## src/hw/rtl/toi_pkg.sv

```systemverilog
`timescale 1ns / 1ps
`default_nettype none
// ----------------------------------------------------------------------------
// toi_pkg
// Shared types, constants and tables of the twist odometry integrator.
// ----------------------------------------------------------------------------
package toi_pkg;

   // field widths and step counts
   localparam int COORD_W      = 32;
   localparam int ANGLE_W      = 16;
   localparam int TRIG_FRAC    = 30;
   localparam int CORDIC_STEPS = 16;
   localparam int DIV_STEPS    = 34;

   // pi in q30, cordic start value (gain pre-applied) in q30
   localparam logic [31:0]        PI_Q30  = 32'd3373259426;
   localparam logic signed [33:0] CORDIC_X0 = 34'sd652032874;

   // atan(2^-i), 2^32 per full turn
   localparam logic [29:0] ATAN_TAB [CORDIC_STEPS] = '{
      30'd536870912, 30'd316933406, 30'd167458907, 30'd85004756,
      30'd42667331,  30'd21354465,  30'd10679838,  30'd5340245,
      30'd2670163,   30'd1335087,   30'd667544,    30'd333772,
      30'd166886,    30'd83443,     30'd41722,     30'd20861
   };

   // controller states
   typedef enum logic [3:0] {
      ST_IDLE, ST_TINIT, ST_TCOR, ST_TSTORE, ST_NMUL, ST_DXS, ST_DXW,
      ST_DYS, ST_DYW, ST_HINIT, ST_HCOR, ST_HSTORE, ST_RMUL, ST_UPD, ST_PUSH
   } state_type;

   // controller to datapath
   typedef struct packed {
      logic       load_in;
      logic       cor_init;
      logic       cor_sel_head;
      logic       cor_step;
      logic [3:0] cor_idx;
      logic       store_turn_trig;
      logic       store_head_trig;
      logic       mul_en;
      logic       mul_rot;
      logic [1:0] mul_idx;
      logic       acc_clr;
      logic       acc_en;
      logic [1:0] acc_idx;
      logic       pass_thru;
      logic       div_start;
      logic       div_sel_y;
      logic       store_dx;
      logic       store_dy;
      logic       pose_upd;
      logic       out_load;
   } cmd_type;

   // datapath to controller
   typedef struct packed {
      logic turn_zero;
      logic div_done;
   } status_type;

endpackage
`default_nettype wire

```

## src/hw/rtl/toi_ctrl.sv

```systemverilog
`timescale 1ns / 1ps
`default_nettype none
// ----------------------------------------------------------------------------
// toi_ctrl
// Sequencer: cordic, multiply, divide, rotate and update steps of one item.
// ----------------------------------------------------------------------------
module toi_ctrl (
   input  wire logic                 clock,
   input  wire logic                 reset,
   input  wire logic                 req_tvalid,
   output logic                      req_tready,
   output logic                      rsp_tvalid,
   input  wire logic                 rsp_tready,
   input  wire toi_pkg::status_type  status,
   output toi_pkg::cmd_type          cmd
);

   localparam logic [4:0] LAST_STEP = 5'(toi_pkg::CORDIC_STEPS - 1);

   toi_pkg::state_type state_ff, state_in;
   logic [4:0]         cnt_ff, cnt_in;
   logic               valid_ff, valid_in;

   // state registers
   always_ff @(posedge clock) begin
      if (reset) begin
         state_ff <= toi_pkg::ST_IDLE;
         cnt_ff   <= '0;
         valid_ff <= 1'b0;
      end else begin
         state_ff <= state_in;
         cnt_ff   <= cnt_in;
         valid_ff <= valid_in;
      end
   end

   // next state and commands
   always_comb begin
      state_in   = state_ff;
      cnt_in     = cnt_ff;
      valid_in   = valid_ff && !rsp_tready;
      cmd        = '0;
      req_tready = 1'b0;
      unique case (state_ff)
         toi_pkg::ST_IDLE: begin
            req_tready = 1'b1;
            if (req_tvalid) begin
               cmd.load_in = 1'b1;
               state_in    = toi_pkg::ST_TINIT;
            end
         end
         toi_pkg::ST_TINIT: begin
            cnt_in = '0;
            if (status.turn_zero) begin
               cmd.pass_thru = 1'b1;
               state_in      = toi_pkg::ST_HINIT;
            end else begin
               cmd.cor_init = 1'b1;
               state_in     = toi_pkg::ST_TCOR;
            end
         end
         toi_pkg::ST_TCOR: begin
            cmd.cor_step = 1'b1;
            cmd.cor_idx  = cnt_ff[3:0];
            if (cnt_ff == LAST_STEP) begin
               cnt_in   = '0;
               state_in = toi_pkg::ST_TSTORE;
            end else begin
               cnt_in = cnt_ff + 5'd1;
            end
         end
         toi_pkg::ST_TSTORE: begin
            cmd.store_turn_trig = 1'b1;
            state_in            = toi_pkg::ST_NMUL;
         end
         toi_pkg::ST_NMUL, toi_pkg::ST_RMUL: begin
            cmd.mul_rot = state_ff == toi_pkg::ST_RMUL;
            cmd.mul_en  = cnt_ff < 5'd4;
            cmd.mul_idx = cnt_ff[1:0];
            cmd.acc_clr = cnt_ff == '0;
            cmd.acc_en  = cnt_ff != '0;
            cmd.acc_idx = 2'(cnt_ff - 5'd1);
            if (cnt_ff == 5'd4) begin
               cnt_in   = '0;
               state_in = (state_ff == toi_pkg::ST_RMUL) ? toi_pkg::ST_UPD
                                                         : toi_pkg::ST_DXS;
            end else begin
               cnt_in = cnt_ff + 5'd1;
            end
         end
         toi_pkg::ST_DXS: begin
            cmd.div_start = 1'b1;
            state_in      = toi_pkg::ST_DXW;
         end
         toi_pkg::ST_DXW: begin
            if (status.div_done) begin
               cmd.store_dx = 1'b1;
               state_in     = toi_pkg::ST_DYS;
            end
         end
         toi_pkg::ST_DYS: begin
            cmd.div_start = 1'b1;
            cmd.div_sel_y = 1'b1;
            state_in      = toi_pkg::ST_DYW;
         end
         toi_pkg::ST_DYW: begin
            cmd.div_sel_y = 1'b1;
            if (status.div_done) begin
               cmd.store_dy = 1'b1;
               state_in     = toi_pkg::ST_HINIT;
            end
         end
         toi_pkg::ST_HINIT: begin
            cmd.cor_init     = 1'b1;
            cmd.cor_sel_head = 1'b1;
            cnt_in           = '0;
            state_in         = toi_pkg::ST_HCOR;
         end
         toi_pkg::ST_HCOR: begin
            cmd.cor_step = 1'b1;
            cmd.cor_idx  = cnt_ff[3:0];
            if (cnt_ff == LAST_STEP) begin
               cnt_in   = '0;
               state_in = toi_pkg::ST_HSTORE;
            end else begin
               cnt_in = cnt_ff + 5'd1;
            end
         end
         toi_pkg::ST_HSTORE: begin
            cmd.store_head_trig = 1'b1;
            state_in            = toi_pkg::ST_RMUL;
         end
         toi_pkg::ST_UPD: begin
            cmd.pose_upd = 1'b1;
            state_in     = toi_pkg::ST_PUSH;
         end
         toi_pkg::ST_PUSH: begin
            if (!valid_ff || rsp_tready) begin
               cmd.out_load = 1'b1;
               valid_in     = 1'b1;
               state_in     = toi_pkg::ST_IDLE;
            end
         end
         default: state_in = toi_pkg::ST_IDLE;
      endcase
   end

   assign rsp_tvalid = valid_ff;

   // checks
   a_one_at_a_time: assert property (@(posedge clock) disable iff (reset)
      (req_tvalid && req_tready) |=> !req_tready) else $error("second item taken early");
   a_load_free_slot: assert property (@(posedge clock) disable iff (reset)
      cmd.out_load |-> (!valid_ff || rsp_tready)) else $error("output overwritten");
   a_done_expected: assert property (@(posedge clock) disable iff (reset)
      status.div_done |-> (state_ff == toi_pkg::ST_DXW || state_ff == toi_pkg::ST_DYW))
      else $error("divider result out of sequence");

endmodule
`default_nettype wire
```

## config.mk

```make
export PLATFORM = sky130hd
export DESIGN_NAME = toi_ctrl
export DESIGN_NICKNAME = d
export VERILOG_FILES = /design/src/hw/rtl/toi_pkg.sv /design/src/hw/rtl/toi_ctrl.sv
export SDC_FILE = /design/constraint.sdc
export NUM_CORES = 1
export LEC_CHECK = 0
export BUFFER_PORTS_ARGS = -buffer_cell sky130_fd_sc_hd__clkbuf_2
export CAP_MARGIN = 30
export CORE_MARGIN = 1
export CORE_UTILIZATION = 45
export CTS_CLUSTER_SIZE = 24
export DETAILED_ROUTE_END_ITERATION = 6
export PLACE_DENSITY = 0.76
export SLEW_MARGIN = 30
export SYNTH_ARGS = -nofsm -noshare
export SYNTH_HDL_FRONTEND = slang
export SYNTH_SLANG_ARGS = --single-unit
```

## constraint.sdc

```tcl
create_clock -name clock -period 4.95 [get_ports clock]
set_clock_uncertainty 0.1 [all_clocks]
set_input_delay 0.99 -clock clock [delete_from_list [all_inputs] [get_ports clock]]
set_output_delay 0.99 -clock clock [all_outputs]
set_load 0.02 [all_outputs]
```

==> results.md, run 1 <==
- RSZ-0062 raised after global routing: no
- DRC errors left: 0
- Setup bufs post-CTS: 0
- CTS Root Buffer Type: clkbuf_4
- Critical path data arrival time: approximately 2000 ps
- Most frequent cells in the layout: clkbuf_2, nor2_1, dfxtp_1
- Initial antenna violation count: 0
- WS Path Type: flip-flop to output port
- Total gr overflow: 0
- Sequential area share after synthesis: 22.28%
- Hold Crit Class: flip-flop to flip-flop
- Post-CTS Hold Buffers: 0
- Static leakage: 0.4919 nW
- Min cycle time layout: 3124 ps
- Pwr/cell area: slightly below 500 nW/µm²
- Critical Path Source Type: flip-flop
- Vias per cell: between 5 and 6
- Post-Route WL: ~2.3 mm
- Antenna-violating nets left: 0
- Most common cell after layout, fill and taps aside: clkbuf_2
- GRT Total Usage: a little under a quarter
- Syn_area_per_cell: approximately 7.1 µm²
- WL/cell: around 13 µm
- Setup TNS: 0 ps
- H-tree depth: 1
- Yosys cell types: 36
- Vias in the first global route: just under 800
- Largest net degree at the start of global routing: 23
- Share of layout cells above drive strength 1: a little over a quarter
- Post-CTS Resized: 0
- Diodes inserted: 0
- CTS Buf Count: 3
- Flops & latches, synth: 10
- Fin nets: between 150 and 200
- CP max FO: 22
- Clock slew at reported path FFs: around 70 ps
- Die area: between 2000 and 2500 µm²
- R2R depth: 4
- Max_slew headroom: 55.89%
- # setup viols final: 0
- Syn Std Cell Area: between 800 and 900 µm²
- Fmax: roughly 320 MHz
- Max-slew violations: 0
- Worst reg2reg endpoint: state_ff[0]$_SDFFE_PP0P_
- Hold depth: 2
- Ports: 33
- Inst Count DP: 173
- Clk_lat worst skew: approximately 270 ps
- Worst-Margin Slew: ~660 ps
- I/O Buffers: 32
- Hold Path Origin: rsp_tvalid$_SDFF_PP0_
- Final GP Congestion: 0.8585
- VDD IR-drop max: about 310 µV
- CTS tree: built
- Period utilisation layout: between 60% and 70%
- CORE AREA: around 1800 µm²
- Req. time, crit path: just under 4000 ps
- Global-route wire length before repair: 3.560 mm
- Critical R2R Launch: state_ff[2]$_SDFFE_PP0P_
- Clock Tree Buf Depth: 2
- Crit end category: output port
- HPWL Detailed: between 1.5 and 2 mm
- Syn Nets: about 140
- Clock Sinks: 10
- Vert. Die Dim: around 47 µm
- Setup slack, reg-to-reg: around 2900 ps
- Final Non-Filler Cells: ~180
- Warnings from Yosys: 0
- First-iteration detailed-routing DRC count: 33
- Num rows: 15
- Die X: 46.68 µm
- Routed vias: 1015
- Drt pass-1 iters: 4
- Max Cap Viol: 0
- Endpoints failing hold: 0
- Initial Utilization: between 40% and 50%
- Cell count after synthesis: around 130
- Area Overhead vs Synth: 20.33%
- Status: completed
- Hold EP: rsp_tvalid$_SDFF_PP0_
- Hold_ws: between 400 and 500 ps
==> power breakdown <==
| part | internal (mW) | leakage [nW] | total, mW | switching (mW) |
|---|---|---|---|---|
| logic | 0.118 | 0.389 | 0.298 | 0.179 |
| clock network | 0.0447 | 0.0210 | 0.0752 | 0.0305 |
| registers | 0.100 | 0.0818 | 0.159 | 0.0589 |
| total | 0.263 | 0.492 | 0.532 | 0.269 |
==> registers in the layout, indices dropped and copies added, names as in the netlist <==
signal      count
state_ff        4
cnt_ff          5
rsp_tvalid      1
==> critical path: stages (launching register included) <==
cell and delay, ps:
dfxtp_1 740, or3b_1 540, nor4_1 270, clkbuf_2 210
==> per-layer routing <==
metal | track usage [%] | wire (µm) | part of all wire [%] | vias up
met5 | 0 | 0 | 0 | -
met4 | 5.143 | 14 | 0.62 | 0
met3 | 5.882 | 91 | 4.0 | 2
met2 | 35.00 | 1053 | 47 | 22
met1 | 31.63 | 1093 | 49 | 485
li1 | - | - | - | 506
==> how the worst max path moves through the flow <==
stage / slack, ps / cells after the start / start / end
detailed placement: 2160 / 3 / state_ff[2]$_SDFFE_PP0P_ / cmd[14]
global route: 1690 / 3 / state_ff[2]$_SDFFE_PP0P_ / cmd[14]
floorplan: 2270 / 2 / status[1] / cmd[23]
CTS: 1860 / 3 / state_ff[2]$_SDFFE_PP0P_ / cmd[14]
global placement: 2220 / 3 / state_ff[2]$_SDFFE_PP0P_ / cmd[10]
finish: 1830 / 3 / state_ff[2]$_SDFFE_PP0P_ / cmd[10]
==> Yosys cell counts <==
cell type	number	area (µm²)
and4bb_2	1	12.51
a211oi_2	2	25.02
nor2b_1	5	31.28
nand2b_1	3	18.77
o22a_1	1	8.760
a21o_1	2	15.01
clkbuf_1	2	7.510
o21ai_0	5	25.02
buf_2	6	30.03
a21oi_1	8	40.04
and3b_1	1	8.760
o221ai_1	2	17.52
o22ai_1	2	12.51
dfxtp_1	10	200.2
nand4b_1	1	8.760
xnor2_1	1	8.760
inv_1	8	30.03
nor2_1	14	52.55
buf_1	2	7.510
nor3b_1	3	22.52
and3_1	3	18.77
and2_1	2	12.51
a31oi_1	3	18.77
xor2_1	3	26.28
a221oi_1	2	17.52
a22oi_1	1	7.510
or3b_1	1	8.760
ha_1	4	50.05
nand2_1	8	30.03
o211ai_1	4	30.03
nand3_1	2	10.01
nor4_1	2	12.51
and3_4	1	11.26
o31a_1	1	8.760
nor3_1	9	45.04
a211oi_1	1	7.510
==> kinds of logic (layout without fill, tap and decap cells) <==
kind of cell	Yosys count	count (layout)	share of synthesized area (%)
AND/OR/NAND/NOR	56	56	33.84
AO/OA/AOI/OAI	34	34	26.05
buffers and inverters	18	44	8.357
flip-flops	10	10	22.28
adder cells (fa/ha/maj)	4	4	5.571
XOR/XNOR	4	4	3.900
==> through the flow <==
step                      cell area (µm²)  setup slack (ps)  total power, mW  util [%]
final                                1081              1826           0.5319     60.00
after floorplan                     898.4              2274           0.3865         -
after detailed placement             1045              2156           0.4537     57.99
after global placement               1045              2224           0.4493     57.99
after CTS                            1081              1864           0.5299     60.00
after global routing                 1081              1688           0.5747     60.00
==> final cells by class <==
class	count	area, µm²
flip-flops and latches	10	200.2
well taps	25	31.28
fillers	187	720.7
clock buffers	4	36.28
inverters	8	30.03
repair buffers	32	160.2
multi-input cells	98	623.1
(Power assumes the default switching activity.)
==> inputs of run 2 (changes only) <==
CORE_UTILIZATION = 44   (was 45)
PLACE_DENSITY = 0.77   (was 0.76)
clock period = 2.6 ns   (was 4.95 ns; I/O delays follow)
==> results.md, run 2 (synthesis gave the netlist of run 1 again) <==
- Status: completed
- Placed Area: ~1100 µm²
- Max reg flops: 5
- Slowest Stage Delay on Critical Path: 550 ps
- Diodes inserted: 0
- Worst-Margin Slew: 610.7 ps
- GRT Total Usage: between 20 and 25%
- Critical path data arrival time: ~1800 ps
- Pwr/cell area: between 900 and 1000 nW/µm²
- Most common cell after layout, fill and taps aside: clkbuf_2
- Die area: about 2200 µm²
- Vert. Die Dim: around 47 µm
- Post-CTS Resized: 0
- Worst setup path endpoint: cmd[10]
- CTS Buf Count: 3
- Tot Pwr: between 1 and 1.5 mW
- Vias in the first global route: 838
- Most flop-heavy register: cnt_ff
- CORE AREA: 1821 µm²
- Die X: 47.19 µm
- Max_slew headroom: between 50% and 60%
- # setup viols final: 0
- CTS tree: built
- Setup TNS: 0 ps
- Fin util: about three fifths
- Endpoints failing hold: 0
- Post-Route WL: about 2.3 mm
- Clock Sinks: 10
- CP startpoint: state_ff[1]$_SDFFE_PP0P_
- Vias per cell: 5.719
- Ports: 33
- Largest net degree at the start of global routing: 22
- I/O Buffers: 32
- Fmax: between 400 and 500 MHz
- Total gr overflow: 0
- CP Depth: 3
- Post-CTS Hold Buffers: 0
- WL/cell: about 13 µm
- CTS Root Buffer Type: clkbuf_4
- First-iteration detailed-routing DRC count: 46
- Area Overhead vs Synth: 21.17%
- # fillers: roughly 170
- Routed vias: around 1000
- Static leakage: 0.4973 nW
- Global-route wire length before repair: approximately 3.5 mm
- Hold Crit Class: primary input to flip-flop
- Antenna-violating nets left: 0
- Share of layout cells above drive strength 1: between 20% and 30%
- Setup bufs post-CTS: 0
- Initial Utilization: around half
- H-tree depth: 1
- WS Path Type: flip-flop to output port
- Period utilisation layout: around 93%
- Critical Path Source Type: flip-flop
- Clock Tree Buf Depth: 2
- DRC errors left: 0
- Req. time, crit path: around 2000 ps
- Min cycle time layout: between 2000 and 2500 ps
- Critical-path top delay cell: or3b_1
- RSZ-0062 raised after global routing: no
- Setup slack, reg-to-reg: 640 ps
- CP cell instances: or3b_1, nor4_1, clkbuf_2
- Delay-heaviest family, CP: simple AND/OR/NAND/NOR gates
- Final GP Congestion: 0.9472
- Drt pass-1 iters: 4
- Buf/Inv on CP: 1
- Worst reg2reg endpoint: state_ff[0]$_SDFFE_PP0P_
- Clock slew at reported path FFs: 70 ps
- Critical R2R Launch: cnt_ff[1]$_SDFFE_PP0P_
- Max Cap Viol: 0
- Crit end category: output port
- Most frequent cells in the layout: clkbuf_2, nor2_1, dfxtp_1
- VDD IR-drop max: 593.3 µV
- CP max FO: 21
- Final non-filler cell area: ~1100 µm²
- Fin nets: around 160
- Num rows: 15
- Hold_ws: 448.9 ps
- HPWL Detailed: around 1.7 mm
- R2R depth: 8
- Clk_lat worst skew: between 200 and 300 ps
- Max-slew violations: 0
- Initial antenna violation count: 0
## run 2: cell count changes in the layout (fill, tap and decap cells not counted)
cell	previous run	this run
buf_4	0	1
## run 2: through the flow
step,setup slack [ps],instances
floorplan,448.9,126
global placement,521.0,174
detailed placement,500.4,174
CTS,197.0,178
global route,41.45,178
finish,185.6,178
## run 2: final cells by class
type / count / area [µm²] / area share [%]
well taps: 25 / 31.28 / 2.874
flip-flops and latches: 10 / 200.2 / 18.39
repair buffers: 33 / 167.7 / 15.40
inverters: 8 / 30.03 / 2.759
clock buffers: 4 / 36.28 / 3.333
multi-input cells: 98 / 623.1 / 57.24
## run 2: worst min path at each step
| stage | from | end | slack, ps | cells past startpoint |
|---|---|---|---|---|
| after floorplan | cnt_ff[1]$_SDFFE_PP0P_ | cnt_ff[1]$_SDFFE_PP0P_ | 430 | 2 |
| after global placement | rsp_tvalid$_SDFF_PP0_ | rsp_tvalid$_SDFF_PP0_ | 450 | 2 |
| after detailed placement | rsp_tvalid$_SDFF_PP0_ | rsp_tvalid$_SDFF_PP0_ | 460 | 2 |
| after CTS | reset | state_ff[1]$_SDFFE_PP0P_ | 440 | 2 |
| after global routing | reset | state_ff[3]$_SDFFE_PP0P_ | 440 | 2 |
| final | reset | state_ff[1]$_SDFFE_PP0P_ | 450 | 2 |
## run 2: report_power, final
group | internal [mW] | switching (mW)
Combinational | 0.230 | 0.353
Sequential | 0.191 | 0.103
Clock | 0.0851 | 0.0580
## run 2: per-layer routing
| layer | wire [µm] | vias to the layer above | GRT usage (%) |
|---|---|---|---|
| met2 | 1154 | 36 | 37.50 |
| met5 | 0 | - | 0 |
| met1 | 982 | 477 | 27.56 |
| met4 | 6 | 0 | 4.571 |
| li1 | - | 503 | - |
| met3 | 132 | 2 | 5.769 |
